<file path="src/rtl/core/vmbr_pkg.sv">
// vmbr_pkg: shared constants, payload structs and controller types for the
// variable-length message byte ring. No dependencies.
package vmbr_pkg;

   localparam int BUF_SIZE = 64;
   localparam int RPOS_W   = 6;
   localparam int WPOS_W   = 7;
   localparam int LEN_W    = 6;
   localparam int CNT_W    = 6;
   localparam logic [LEN_W-1:0] MAX_LEN_RESET = 6'd16;

   localparam logic [WPOS_W-1:0] BUF_SIZE_W  = WPOS_W'(BUF_SIZE);
   localparam logic [RPOS_W-1:0] BUF_LAST_R  = RPOS_W'(BUF_SIZE - 1);
   localparam logic [LEN_W-1:0]  MAX_RUN     = LEN_W'(63);

   localparam logic MODE_WRITE  = 1'b0;
   localparam logic MODE_DRAIN  = 1'b1;
   localparam logic KIND_STATUS = 1'b0;
   localparam logic KIND_BYTE   = 1'b1;

   typedef struct packed {
      logic       mode;
      logic [7:0] data_byte;
      logic       end_of_message;
   } req_payload_type;

   typedef struct packed {
      logic       kind;
      logic       accepted;
      logic [7:0] out_byte;
      logic       last_of_run;
   } rsp_payload_type;

   typedef struct packed {
      logic accept_byte;
      logic accept_drain;
      logic issue_read;
   } ctrl_cmd_type;

   typedef struct packed {
      logic pend;
      logic out_free;
      logic drain_empty;
      logic last_issue;
   } ctrl_status_type;

   typedef enum logic [1:0] {
      ST_IDLE  = 2'b01,
      ST_DRAIN = 2'b10
   } state_type;

endpackage

</file>
<file path="src/rtl/core/vmbr_ctrl.sv">
// vmbr_ctrl: request acceptance and drain sequencing state machine.
// Depends on vmbr_pkg.
module vmbr_ctrl (
   input  logic                     clock,
   input  logic                     reset,
   input  logic                     req_valid,
   input  logic                     req_mode,
   output logic                     req_stall,
   input  vmbr_pkg::ctrl_status_type status,
   output vmbr_pkg::ctrl_cmd_type    cmd
);
   import vmbr_pkg::*;

   state_type state_ff, state_in;
   logic      idle_ready;
   logic      accept;

   assign idle_ready = (state_ff == ST_IDLE) && !status.pend && status.out_free;
   assign req_stall  = !idle_ready;
   assign accept     = req_valid && idle_ready;

   always_comb begin
      cmd.accept_byte  = accept && (req_mode == MODE_WRITE);
      cmd.accept_drain = accept && (req_mode == MODE_DRAIN);
      cmd.issue_read   = (state_ff == ST_DRAIN) && (!status.pend || status.out_free);
   end

   always_comb begin
      state_in = state_ff;
      unique case (state_ff)
         ST_IDLE: begin
            if (cmd.accept_drain && !status.drain_empty) begin
               state_in = ST_DRAIN;
            end
         end
         ST_DRAIN: begin
            if (cmd.issue_read && status.last_issue) begin
               state_in = ST_IDLE;
            end
         end
         default: state_in = ST_IDLE;
      endcase
   end

   always_ff @(posedge clock) begin
      if (reset) begin
         state_ff <= ST_IDLE;
      end else begin
         state_ff <= state_in;
      end
   end

endmodule

</file>
<file path="src/rtl/core/vmbr_datapath.sv">
// vmbr_datapath: ring pointers, message tracking, byte store, drain read
// stage and result register. Depends on vmbr_pkg.
module vmbr_datapath (
   input  logic                        clock,
   input  logic                        reset,
   input  vmbr_pkg::req_payload_type    req_payload,
   input  logic                        csr_valid,
   input  logic                        csr_ready,
   input  logic [vmbr_pkg::LEN_W-1:0]  csr_data,
   output logic                        rsp_valid,
   input  logic                        rsp_stall,
   output vmbr_pkg::rsp_payload_type    rsp_payload,
   input  vmbr_pkg::ctrl_cmd_type       cmd,
   output vmbr_pkg::ctrl_status_type    status
);
   import vmbr_pkg::*;

   logic [7:0]        mem [BUF_SIZE];

   logic [LEN_W-1:0]  max_len_ff;
   logic [RPOS_W-1:0] rpos_ff;
   logic [WPOS_W-1:0] wpos_ff;
   logic [CNT_W-1:0]  cnt_ff;
   logic              in_msg_ff;
   logic              rej_ff;

   logic [RPOS_W-1:0] addr_ff;
   logic [LEN_W-1:0]  left_ff;
   logic [7:0]        rdata_ff;
   logic              dlast_ff;
   logic              pend_ff;

   logic              rsp_valid_ff;
   rsp_payload_type   rsp_ff;

   logic [WPOS_W-1:0] r_w;
   logic [WPOS_W-1:0] to_end;
   logic [WPOS_W:0]   seq_sum;
   logic [WPOS_W-1:0] wrap_diff;
   logic              refused;
   logic              start;
   logic              rej;
   logic [CNT_W-1:0]  cnt;
   logic              store;
   logic [CNT_W-1:0]  cnt_next;
   logic [WPOS_W-1:0] wr_sum;
   logic [RPOS_W-1:0] wr_addr;
   logic [WPOS_W-1:0] nw_sum;
   logic [WPOS_W-1:0] commit_pos;
   logic [WPOS_W:0]   len_raw;
   logic [LEN_W-1:0]  len;
   logic              load_out;
   logic [RPOS_W-1:0] first_addr;

   // room check
   assign r_w       = WPOS_W'(rpos_ff);
   assign to_end    = BUF_SIZE_W - wpos_ff;
   assign seq_sum   = {1'b0, wpos_ff} + (WPOS_W+1)'(max_len_ff);
   assign wrap_diff = WPOS_W'(max_len_ff) - to_end;
   assign refused   = ((wpos_ff < r_w) && (seq_sum >= (WPOS_W+1)'(r_w)))
                   || ((WPOS_W'(max_len_ff) > to_end) && (wrap_diff >= r_w));

   // message byte handling
   assign start    = !in_msg_ff;
   assign rej      = start ? refused : rej_ff;
   assign cnt      = start ? '0 : cnt_ff;
   assign store    = !rej && (cnt < max_len_ff);
   assign cnt_next = cnt + CNT_W'(store);
   assign wr_sum   = wpos_ff + WPOS_W'(cnt);
   assign wr_addr  = (wr_sum >= BUF_SIZE_W) ? RPOS_W'(wr_sum - BUF_SIZE_W)
                                            : RPOS_W'(wr_sum);
   assign nw_sum     = wpos_ff + WPOS_W'(cnt_next);
   assign commit_pos = (nw_sum > BUF_SIZE_W) ? (nw_sum - BUF_SIZE_W) : nw_sum;

   // drain length
   always_comb begin
      if (wpos_ff > r_w) begin
         len_raw = (WPOS_W+1)'(wpos_ff - r_w - WPOS_W'(1));
      end else begin
         len_raw = (WPOS_W+1)'(BUF_SIZE_W) - (WPOS_W+1)'(r_w) - (WPOS_W+1)'(1)
                 + (WPOS_W+1)'(wpos_ff);
      end
      len = (len_raw > (WPOS_W+1)'(MAX_RUN)) ? MAX_RUN : LEN_W'(len_raw);
   end

   assign first_addr = (rpos_ff == BUF_LAST_R) ? '0 : rpos_ff + RPOS_W'(1);
   assign load_out   = pend_ff && (!rsp_valid_ff || !rsp_stall);

   always_comb begin
      status.pend        = pend_ff;
      status.out_free    = !rsp_valid_ff || !rsp_stall;
      status.drain_empty = (len == '0);
      status.last_issue  = (left_ff == LEN_W'(1));
   end

   // byte store
   always_ff @(posedge clock) begin
      if (cmd.accept_byte && store) begin
         mem[wr_addr] <= req_payload.data_byte;
      end
      if (cmd.issue_read) begin
         rdata_ff <= mem[addr_ff];
         dlast_ff <= (left_ff == LEN_W'(1));
      end
   end

   // drain address and count
   always_ff @(posedge clock) begin
      if (cmd.accept_drain) begin
         addr_ff <= first_addr;
         left_ff <= len;
      end else if (cmd.issue_read) begin
         addr_ff <= (addr_ff == BUF_LAST_R) ? '0 : addr_ff + RPOS_W'(1);
         left_ff <= left_ff - LEN_W'(1);
      end
   end

   // pointers, message state, configuration
   always_ff @(posedge clock) begin
      if (reset) begin
         max_len_ff <= MAX_LEN_RESET;
         rpos_ff    <= '0;
         wpos_ff    <= WPOS_W'(1);
         cnt_ff     <= '0;
         in_msg_ff  <= 1'b0;
         rej_ff     <= 1'b0;
         pend_ff    <= 1'b0;
      end else begin
         if (csr_valid && csr_ready) begin
            max_len_ff <= csr_data;
         end
         if (cmd.accept_drain && (len != '0)) begin
            rpos_ff <= (wpos_ff == '0) ? BUF_LAST_R : RPOS_W'(wpos_ff - WPOS_W'(1));
         end
         if (cmd.accept_byte) begin
            if (req_payload.end_of_message) begin
               if (!rej) begin
                  wpos_ff <= commit_pos;
               end
               in_msg_ff <= 1'b0;
               rej_ff    <= 1'b0;
               cnt_ff    <= '0;
            end else begin
               in_msg_ff <= 1'b1;
               rej_ff    <= rej;
               cnt_ff    <= cnt_next;
            end
         end
         if (cmd.issue_read) begin
            pend_ff <= 1'b1;
         end else if (load_out) begin
            pend_ff <= 1'b0;
         end
      end
   end

   // result register
   always_ff @(posedge clock) begin
      if (reset) begin
         rsp_valid_ff <= 1'b0;
      end else if (load_out || (cmd.accept_byte && req_payload.end_of_message)) begin
         rsp_valid_ff <= 1'b1;
      end else if (!rsp_stall) begin
         rsp_valid_ff <= 1'b0;
      end
   end

   always_ff @(posedge clock) begin
      if (load_out) begin
         rsp_ff.kind        <= KIND_BYTE;
         rsp_ff.accepted    <= 1'b0;
         rsp_ff.out_byte    <= rdata_ff;
         rsp_ff.last_of_run <= dlast_ff;
      end else if (cmd.accept_byte && req_payload.end_of_message) begin
         rsp_ff.kind        <= KIND_STATUS;
         rsp_ff.accepted    <= !rej;
         rsp_ff.out_byte    <= 8'd0;
         rsp_ff.last_of_run <= 1'b1;
      end
   end

   assign rsp_valid   = rsp_valid_ff;
   assign rsp_payload = rsp_ff;

endmodule

</file>
<file path="src/rtl/core/variable_message_byte_ring.sv">
// variable_message_byte_ring_core: top level of the message byte ring.
// Depends on vmbr_pkg, vmbr_ctrl and vmbr_datapath.
//
//   channel   direction  handshake           payload
//   req_      in         valid / stall       req_payload_type
//   rsp_      out        valid / stall       rsp_payload_type
//   csr_      in         valid / ready       max_message_len, 6 bits
//
// the status result of a message leaves through the output register
// a drain of n bytes passes each byte through the store read register and the output register
// no request is taken during a drain or while a result is held under stall
// synchronous active-high reset; the byte store itself is not cleared
module variable_message_byte_ring_core (
   input  logic                       clock,
   input  logic                       reset,
   input  logic                       req_valid,
   output logic                       req_stall,
   input  vmbr_pkg::req_payload_type   req_payload,
   output logic                       rsp_valid,
   input  logic                       rsp_stall,
   output vmbr_pkg::rsp_payload_type   rsp_payload,
   input  logic                       csr_valid,
   output logic                       csr_ready,
   input  logic [vmbr_pkg::LEN_W-1:0] csr_data
);
   import vmbr_pkg::*;

   ctrl_cmd_type    cmd;
   ctrl_status_type status;

   assign csr_ready = 1'b1;

   vmbr_ctrl u_ctrl (
      .clock     (clock),
      .reset     (reset),
      .req_valid (req_valid),
      .req_mode  (req_payload.mode),
      .req_stall (req_stall),
      .status    (status),
      .cmd       (cmd)
   );

   vmbr_datapath u_datapath (
      .clock       (clock),
      .reset       (reset),
      .req_payload (req_payload),
      .csr_valid   (csr_valid),
      .csr_ready   (csr_ready),
      .csr_data    (csr_data),
      .rsp_valid   (rsp_valid),
      .rsp_stall   (rsp_stall),
      .rsp_payload (rsp_payload),
      .cmd         (cmd),
      .status      (status)
   );

endmodule

</file>
<file path="config.mk">
export PLATFORM = sky130hd
export DESIGN_NAME = variable_message_byte_ring_core
export DESIGN_NICKNAME = d
export VERILOG_FILES = /design/src/rtl/core/vmbr_pkg.sv /design/src/rtl/core/vmbr_ctrl.sv /design/src/rtl/core/vmbr_datapath.sv /design/src/rtl/core/variable_message_byte_ring.sv
export SDC_FILE = /design/constraint.sdc
export NUM_CORES = 1
export LEC_CHECK = 0
export ABC_CLOCK_PERIOD_IN_PS = 10230
export BUFFER_PORTS_ARGS = -buffer_cell sky130_fd_sc_hd__buf_4
export CELL_PAD_IN_SITES_DETAIL_PLACEMENT = 0
export CELL_PAD_IN_SITES_GLOBAL_PLACEMENT = 2
export CORE_MARGIN = 5
export CORE_UTILIZATION = 40
export DETAILED_ROUTE_END_ITERATION = 12
export PLACE_DENSITY = 0.7
export SYNTH_ARGS = -nofsm -noshare
export SYNTH_HDL_FRONTEND = slang
export SYNTH_SLANG_ARGS = --single-unit
</file>
<file path="constraint.sdc">
create_clock -name clock -period 10.23 [get_ports clock]
set_input_delay 1.023 -clock clock [delete_from_list [all_inputs] [get_ports clock]]
set_output_delay 1.023 -clock clock [all_outputs]
set_load 0.01 [all_outputs]
</file>
==> flow_metrics.tcl, run 1 <==
set metrics [dict create \
    post_drt_wl_per_cell_um 24.0 \
    fillerInstances 5425 \
    slowest_stage "dfxtp_1" \
    die-area_um2 68200 \
    drc_errors 0 \
    r2r-start "u_datapath.wpos_ff[1]" \
    netlist_area_um2 25200 \
    drtAntennaViolNets 0 \
    tritoncts.num_buffers 61 \
    grt_use_total 0.182 \
    finalSetupTns_ps 0 \
    drive_gt1_frac 0.177 \
    diodes 0 \
    setup_violations 0 \
    ys_ff_latch 575 \
    p_leak_nw 9.74 \
    rsz0062_at_grt "no" \
    yosysWarnings 0 \
    hp-class "flip-flop to flip-flop" \
    core-area_um2 62700 \
    num-nets-final 1798 \
    cp_num_buf_inv 1 \
    cp-end-kind "flip-flop" \
    vdd_drop_max_v 0.000149 \
    multi_input_area_um2 7750 \
    die_w_um 261 \
    synth_top_area_share 0.645 \
    yosysMostFrequentCell "edfxtp_1" \
    synthDistinctLibCells 70 \
    synth_xor_area_frac 0.0139 \
    die_h_um 261 \
    switching_share 0.317 \
    grt_first_pass_wirelength_um 93100 \
    cp-start-kind "flip-flop" \
    place_ws_ps 4020 \
    synth_mux_area_frac 0.120 \
    synth_simple_gate_area_frac 0.0571 \
    htree_levels 2 \
    io_pins 35 \
    worst_pin_slew_ps 1230 \
    synth-async-reset-ratio 0 \
    yosys-top-cells-area "edfxtp_1 (65%), mux4_2 (6.4%), mux2i_1 (4.1%)" \
    synth_adder_area_share 0.0392 \
    grt_antenna_before_repair 1 \
    outcome "finished clean" \
    crit_fanout 8 \
    vias_per_cell 5.53 \
    portBuffers 33 \
    slowest_delay_ps 590 \
    synthCells 1627 \
    crit_chain "inv_1 > ha_1 > xor2_1 > ha_1 > nor2b_1 > o31a_1 > a21oi_1 > ha_1 > a21o_1 > a211oi_1 > o31a_1 > a211oi_2 > o31ai_4 > and2_1 > ha_1 > ha_1 > ha_1 > a21o_1 > a21oi_1 > nor2_1 > o311ai_0 > nor4_1 > o311ai_0 > o31ai_1" \
    cpMostUsedCell "ha_1" \
    setup_ws_ps 3950 \
    synth_top_cell_by_area "edfxtp_1" \
    drt_iter0_drc 1151 \
    p_comb_frac 0.275 \
    avgSynthCellArea_um2 15.5 \
    path_class "flip-flop to flip-flop" \
    syn_to_final_growth_pct 13.5 \
    finalMaxSlewViolations 0 \
    cts_resized 0 \
    clk_latency_ps 610 \
    grt-ovfl-total 0 \
    hold_buffers 0 \
    maxCapViolations 0 \
    internal_power_mw 4.57 \
    min_from "u_datapath.rsp_payload[9]" \
    clkSlewWorstSetupHoldPaths_ps 70 \
    dp_hpwl_um 38700 \
    fin_crit_sh 0.614 \
    gp_congestion 0.777 \
    synth_common_cells "edfxtp_1 (542), mux2i_1 (104), a21oi_1 (94)" \
    synth_top_family_by_area "multiplexers" \
    fmax_ghz 0.159 \
    layout_min_cycle_time_ps 6280 \
    clk_path_buf_depth 3 \
    cp_top_family "compound AO/OA/AOI/OAI gates" \
    rows 92 \
    clkSinkCount 575 \
    dominantRegCellSynth "edfxtp_1" \
    seq_area_frac_synth 0.671 \
    slew-limit-headroom 0.174 \
    final_hold_viol_count 0 \
    power_density_nw_per_um2 234 \
    grt_max_degree 113 \
    cp-startpoint "u_datapath.wpos_ff[1]" \
    p_clk_frac 0.320 \
    cts_tree "yes" \
    arrival_ps 6760 \
    grt_pass1_vias 14247 \
    skew_ps 14.7 \
    syn_nets 1721 \
    wirelength_um 62400 \
    cts_setup_buffers 0 \
    drt_pre_antenna_iters 5 \
    seq_power_share 0.405 \
    initial_core_util 0.402 \
    clockRootBuffer "clkbuf_16" \
    required_ps 10710 \
    p_sw_mw 2.12 \
    register_area_um2 16900 \
    vias 14389 \
    synth_compound_area_frac 0.0757 \
    synth_edf_count 542 \
]
## routing by layer
metal / routed length (um) / share of wire / global-route usage / vias to the layer above
met5: 0 / 0 / 0 / -
met2: 29800 / 0.48 / 0.295 / 349
met3: 3430 / 0.055 / 0.0303 / 73
met4: 991 / 0.016 / 0.0372 / 0
li1: - / - / - / 6588
met1: 28100 / 0.45 / 0.262 / 7379
## flip-flops by register name, indices dropped and copies added, names as in the netlist, 2 cells and up
register,count
u_ctrl.state_ff,2
u_datapath.addr_ff,6
u_datapath.cnt_ff,6
u_datapath.left_ff,6
u_datapath.max_len_ff,6
u_datapath.mem,512
u_datapath.rdata_ff,8
u_datapath.rpos_ff,6
u_datapath.rsp_payload,11
u_datapath.wpos_ff,7
## through the flow
stage	power, mW	instances	area, um^2	hold slack [ps]	util
final	6.69	2600	28600	447	0.456
after floorplan	4.04	1627	25200	441	-
after global routing	7.02	2600	28600	498	0.456
after CTS	6.76	2599	28600	450	0.456
after global placement	4.61	2486	26700	437	0.425
after detailed placement	4.61	2486	26700	440	0.425
## worst reg2reg max path: cells and delay by family, from the launching register on
| family | cells | cell delay (ps) |
|---|---|---|
| flip-flops | 1 | 590 |
| buffers and inverters | 1 | 260 |
| AO/OA/AOI/OAI | 12 | 2940 |
| XOR/XNOR | 1 | 150 |
| AND/OR/NAND/NOR | 4 | 580 |
| adder cells (fa/ha/maj) | 6 | 1640 |
## cell families after synthesis
| family | Yosys count |
|---|---|
| mux | 209 |
| flops | 575 |
| buf+inv | 138 |
| compound gates | 295 |
| other cells | 1 |
| simple gates | 296 |
| fa+ha+maj | 73 |
| xor+xnor | 40 |
## final timing paths
kind	to	slack, ps	cells past startpoint
setup / recovery	u_datapath.wpos_ff[6]	3950	24
setup reg to reg	u_datapath.wpos_ff[6]	3950	24
hold / removal	u_datapath.rsp_payload[9]	450	2
hold reg to reg	u_datapath.rsp_payload[9]	450	2
## layout by cell type, fill, tap and decap left out, types with 10 or more instances in the layout
master and count:
clkbuf_16 62, nor3_1 74, fa_1 10, xnor2_1 29
nand2_1 71, a22oi_1 12, mux2i_1 104, nand3_1 30
mux4_2 72, inv_1 54, xor2_1 11, o221ai_1 35
clkinv_2 15, nand2b_1 15, dfxtp_1 33, buf_4 96
mux2_2 32, edfxtp_1 542, a21oi_1 94, o22ai_1 32
ha_1 63, clkinv_1 13, nor2_1 54, and3_1 12
o21ai_0 55
## area by class of cell
cell class,instances,share of cell area
clock buffers,71,0.0554
clock inverters,42,0.0125
inverters,54,0.00708
multi-input cells,914,0.271
flip-flops and latches,575,0.591
well taps,846,0.0370
repair buffers,98,0.0261
## power groups by stage
stage               registers [mW]  clock network [mW]  logic [mW]
global route                  2.72                2.29        2.01
global placement              2.76                   0        1.85
detailed placement            2.76                   0        1.85
finish                        2.71                2.14        1.84
floorplan                     2.73                   0        1.31
CTS                           2.71                2.19        1.86
No activity file was read; power rests on OpenSTA's default activity.
==> run 2, diff against run 1 <==
Settings changed: ABC_CLOCK_PERIOD_IN_PS 10230 to 6110.
Clock period 10.23 ns to 6.11 ns, I/O delays scaled along.
==> flow_metrics.tcl, run 2 (synthesis results as in run 1) <==
set metrics [dict create \
    outcome "finished clean" \
    vias_per_cell 5.50 \
    die_w_um 261 \
    drtAntennaViolNets 0 \
    crit_fanout 5 \
    fmax_ghz 0.176 \
    finalMaxSlewViolations 0 \
    maxCapViolations 0 \
    cp-end-kind "flip-flop" \
    portBuffers 33 \
    final_hold_viol_count 0 \
    p_leak_nw 9.83 \
    cp-startpoint "u_datapath.wpos_ff[0]" \
    cp-start-kind "flip-flop" \
    htree_levels 2 \
    cts_tree "yes" \
    grt_first_pass_wirelength_um 93700 \
    hold_buffers 0 \
    clockRootBuffer "clkbuf_16" \
    syn_to_final_growth_pct 14.0 \
    min_from "csr_data[4]" \
    fin_crit_sh 0.932 \
    r2r_setup_slack_ps 420 \
    finalSetupTns_ps 0 \
    rows 92 \
    vdd_drop_max_v 0.000273 \
    arrival_ps 6170 \
    grt_pass1_vias 14496 \
    final_cell_mix "edfxtp_1 (542), buf_4 (115), mux2i_1 (104)" \
    vias 14406 \
    rsz0062_at_grt "no" \
    worst_pin_slew_ps 1090 \
    clkSlewWorstSetupHoldPaths_ps 60 \
    grt_antenna_before_repair 2 \
    r2r-start "u_datapath.wpos_ff[0]" \
    drt_pre_antenna_iters 5 \
    setup_violations 0 \
    skew_ps 12.8 \
    core-area_um2 62700 \
    path_class "flip-flop to flip-flop" \
    largest_reg_flops 512 \
    cpMostUsedCell "ha_1" \
    required_ps 6590 \
    slowest_stage "a211oi_2" \
    dp_hpwl_um 39300 \
    gp_congestion 0.798 \
    total_power_mw 11.2 \
    cts_setup_buffers 0 \
    post_drt_wl_per_cell_um 24.1 \
    slowest_delay_ps 440 \
    wirelength_um 63200 \
    num-nets-final 1818 \
    drive_gt1_frac 0.182 \
    io_pins 35 \
    die_h_um 261 \
    whs_path_depth 3 \
    diodes 0 \
    cts_resized 0 \
    clk_path_buf_depth 3 \
    tritoncts.num_buffers 61 \
    layout_min_cycle_time_ps 5690 \
    timing.rr.end "u_datapath.wpos_ff[6]" \
    initial_core_util 0.402 \
    die-area_um2 68200 \
    crit_end "u_datapath.wpos_ff[6]" \
    reg2reg_depth 25 \
    clkSinkCount 575 \
    grt_max_degree 69 \
    max_flop_register "u_datapath.mem" \
    power_density_nw_per_um2 389 \
    layout_commonest_cell "edfxtp_1" \
    drt_iter0_drc 1204 \
    grt-ovfl-total 0 \
    drc_errors 0 \
    clk_latency_ps 610 \
    hp-class "input pin to flip-flop" \
    fin_util 0.459 \
    slew-limit-headroom 0.273 \
    grt_use_total 0.183 \
]
==> run 2: power by group <==
part           switching (mW)  total [mW]  internal (mW)
Sequential              0.104        4.53           4.43
Clock                    1.49        3.57           2.08
Combinational            1.94        3.08           1.14
==> run 2: layout make-up <==
class	instances	area [um^2]
sequential	575	16900
clock inverter	30	299
clock buffer	81	1600
multi-input combinational	914	7740
tap	846	1060
timing repair buffer	118	923
fill	5432	34000
inverter	54	203
==> run 2: how the worst min path moves through the flow <==
stage	slack, ps	endpoint
floorplan	440	u_datapath.cnt_ff[0]
global placement	440	u_datapath.rsp_payload[10]
detailed placement	440	u_datapath.rsp_payload[10]
CTS	200	u_datapath.max_len_ff[4]
global route	240	u_datapath.max_len_ff[4]
finish	230	u_datapath.max_len_ff[4]
==> run 2: per-stage QoR <==
stage / cell area [um^2] / hold WS [ps] / setup WS (ps) / std cells
CTS: 28800 / 196 / 189 / 2618
detailed placement: 26900 / 440 / 230 / 2507
global route: 28800 / 237 / 34.3 / 2618
floorplan: 25200 / 441 / 701 / 1627
global placement: 26900 / 438 / 402 / 2507
finish: 28800 / 228 / 417 / 2618
==> run 2: metal layers <==
metal / up-vias / GRT usage / wire length, um
met3: 97 / 0.0282 / 3190
met1: 7344 / 0.263 / 28700
met5: - / 0 / 0
met4: 0 / 0.0477 / 1560
li1: 6612 / - / -
met2: 353 / 0.295 / 29800
==> run 2: worst max-delay path, delay by kind of cell, from the launching register on <==
| kind | cells | cell delay (ps) |
|---|---|---|
| AOI/OAI and AO/OA | 11 | 2500 |
| xor gates and xnor gates | 1 | 80 |
| adders and majority gates | 6 | 1740 |
| buffers and inverters | 2 | 190 |
| DFF | 1 | 420 |
| and+or+nand+nor | 5 | 620 |
==> run 3, diff against run 2 <==
Settings changed: PLACE_DENSITY 0.7 to 0.68, SYNTH_HIERARCHICAL set to 1, TNS_END_PERCENT set to 30.
==> flow_metrics.tcl, run 3 <==
set metrics [dict create \
    outcome "finished clean" \
    die_h_um 259 \
    synth_top_cell_by_area "edfxtp_1" \
    clkSinkCount 575 \
    synth_common_cells "edfxtp_1 (542), mux4_2 (168), nor3_1 (73)" \
    clockRootBuffer "clkbuf_16" \
    grt_first_pass_wirelength_um 88200 \
    cts_setup_buffers 0 \
    vias_per_cell 5.44 \
    drtAntennaViolNets 0 \
    r2r-start "u_datapath/wpos_ff[0]" \
    cts_tree "yes" \
    synth-async-reset-ratio 0 \
    num-nets-final 1565 \
    p_comb_frac 0.093 \
    fin_crit_sh 0.892 \
    layout_commonest_cell "edfxtp_1" \
    grt_antenna_before_repair 5 \
    crit_fanout 8 \
    rsz0062_at_grt "no" \
    switching_share 0.227 \
    final_cell_mix "edfxtp_1 (542), mux4_2 (168), buf_4 (114)" \
    worst_pin_slew_ps 1020 \
    drt_pre_antenna_iters 4 \
    vias 12839 \
    grt_pass1_vias 13144 \
    synth_edf_count 542 \
    required_ps 6640 \
    die-area_um2 67300 \
    setup_violations 0 \
    fin_util 0.463 \
    fillerInstances 5210 \
    total_power_mw 8.86 \
    drive_gt1_frac 0.264 \
    maxCapViolations 0 \
    tritoncts.num_buffers 60 \
    drc_errors 0 \
    diodes 0 \
    gp_congestion 0.797 \
    place_ws_ps 488 \
    slew-limit-headroom 0.321 \
    setup_ws_ps 661 \
    cp-start-kind "flip-flop" \
    final_hold_viol_count 0 \
    dominantRegCellSynth "edfxtp_1" \
    grt_max_degree 132 \
    vdd_drop_max_v 0.000236 \
    max_flop_register "u_datapath/mem" \
    syn_to_final_growth_pct 14.7 \
    netlist_area_um2 24900 \
    skew_ps 19.4 \
    grt_use_total 0.175 \
    seq_area_frac_synth 0.681 \
    clkSlewWorstSetupHoldPaths_ps 70 \
    cp-startpoint "u_datapath/wpos_ff[0]" \
    timing.rr.end "u_datapath/wpos_ff[6]" \
    ys_ff_latch 575 \
    finalSetupTns_ps 0 \
    internal_power_mw 6.85 \
    cts_resized 0 \
    grt-ovfl-total 0 \
    yosysWarnings 6 \
    yosys-top-cells-area "edfxtp_1 (65%), mux4_2 (15%), ha_1 (3.2%)" \
    finalMaxSlewViolations 0 \
    largest_reg_flops 512 \
    crit_end "u_datapath/wpos_ff[6]" \
    r2r_setup_slack_ps 660 \
    synthCells 1347 \
    io_pins 35 \
    power_density_nw_per_um2 311 \
    wirelength_um 58300 \
    cp-end-kind "flip-flop" \
    hp-class "input pin to flip-flop" \
    register_area_um2 16900 \
    post_drt_wl_per_cell_um 24.7 \
    clk_latency_ps 600 \
    path_class "flip-flop to flip-flop" \
    die_w_um 259 \
    initial_core_util 0.404 \
    arrival_ps 5980 \
    hold_buffers 0 \
    synth_top_area_share 0.655 \
    dp_hpwl_um 36900 \
    synthDistinctLibCells 75 \
    fmax_ghz 0.184 \
    p_leak_nw 9.46 \
    hold_ws_ps 277 \
    layout_min_cycle_time_ps 5450 \
    p_clk_frac 0.414 \
    p_sw_mw 2.01 \
    yosysMostFrequentCell "edfxtp_1" \
    clk_path_buf_depth 3 \
    seq_power_share 0.494 \
    multi_input_area_um2 7470 \
    rows 91 \
    core-area_um2 61600 \
    htree_levels 2 \
    portBuffers 33 \
    reg2reg_depth 25 \
    avgSynthCellArea_um2 18.5 \
    drt_iter0_drc 880 \
]
[run 3: changes by cell type after synthesis, moves of 34 or more]
cell / before / now
o221ai_1: 35 / 1
mux2i_1: 104 / 1
a21oi_1: 94 / 40
mux4_2: 72 / 168
o21ai_0: 55 / 14
nand2_1: 72 / 38
[run 3: through the flow]
| step | cell area, um^2 | std cells |
|---|---|---|
| after floorplan | 24900 | 1354 |
| after global placement | 26500 | 2246 |
| after detailed placement | 26500 | 2246 |
| after CTS | 28500 | 2358 |
| after global routing | 28500 | 2358 |
| final | 28500 | 2358 |
[run 3: kinds of logic (layout without fill, tap and decap cells)]
kind of cell / Yosys count / count (layout) / share of synthesized area
AOI/OAI and AO/OA: 134 / 134 / 0.0383
other: 1 / 8 / 0.000151
xor gates and xnor gates: 46 / 46 / 0.0162
adders and majority gates: 73 / 73 / 0.0398
and+or+nand+nor: 242 / 242 / 0.0511
DFF: 575 / 575 / 0.681
muxes: 171 / 171 / 0.154
buffers and inverters: 105 / 272 / 0.0198
[run 3: worst min path at each step]
stage,start,end,slack (ps),depth (start not counted)
after global routing,csr_data[3],u_datapath/max_len_ff[3],270,3
after floorplan,u_datapath/cnt_ff[1],u_datapath/cnt_ff[1],450,2
after CTS,csr_data[5],u_datapath/max_len_ff[5],240,3
after global placement,u_datapath/rsp_payload[10],u_datapath/rsp_payload[10],440,2
after detailed placement,u_datapath/rsp_payload[10],u_datapath/rsp_payload[10],440,2
final,csr_data[2],u_datapath/max_len_ff[2],280,3
[run 3: cell type report]
cell class,count,area share
sequential,575,0.594
multi-input combinational,674,0.262
clock buffer,69,0.0546
tap,837,0.0367
timing repair buffer,117,0.0321
clock inverter,43,0.0152
inverter,43,0.00566
[run 3: per-layer routing]
layer	part of all wire	vias up	track usage
met1	0.47	6743	0.265
li1	-	5740	-
met3	0.047	76	0.0273
met4	0.020	0	0.0404
met5	0	-	0
met2	0.46	280	0.270
[run 3: critical path: stages (launching register included)]
cell,delay (ps)
dfxtp_2,430
inv_1,120
ha_1,330
inv_1,80
ha_1,290
nor2b_1,140
o31a_1,270
o21a_1,180
nor2_1,110
xnor2_1,140
ha_1,270
a2111oi_0,370
o311ai_1,230
a22oi_2,230
and2_1,150
ha_1,180
ha_1,200
xor2_1,200
ha_1,300
nor2b_1,140
o21ai_0,150
nand2b_1,110
a31oi_1,250
nor4b_2,250
o31ai_1,100
a21oi_1,160
[run 3: power groups by stage]
stage | Combinational, mW | Sequential [mW] | Clock [mW]
6_report | 0.821 | 4.37 | 3.66
5_1_grt | 0.892 | 4.37 | 3.93
4_1_cts | 0.834 | 4.37 | 3.76
3_5_place_dp | 0.832 | 4.46 | 0
3_3_place_gp | 0.828 | 4.46 | 0
2_1_floorplan | 0.544 | 4.44 | 0
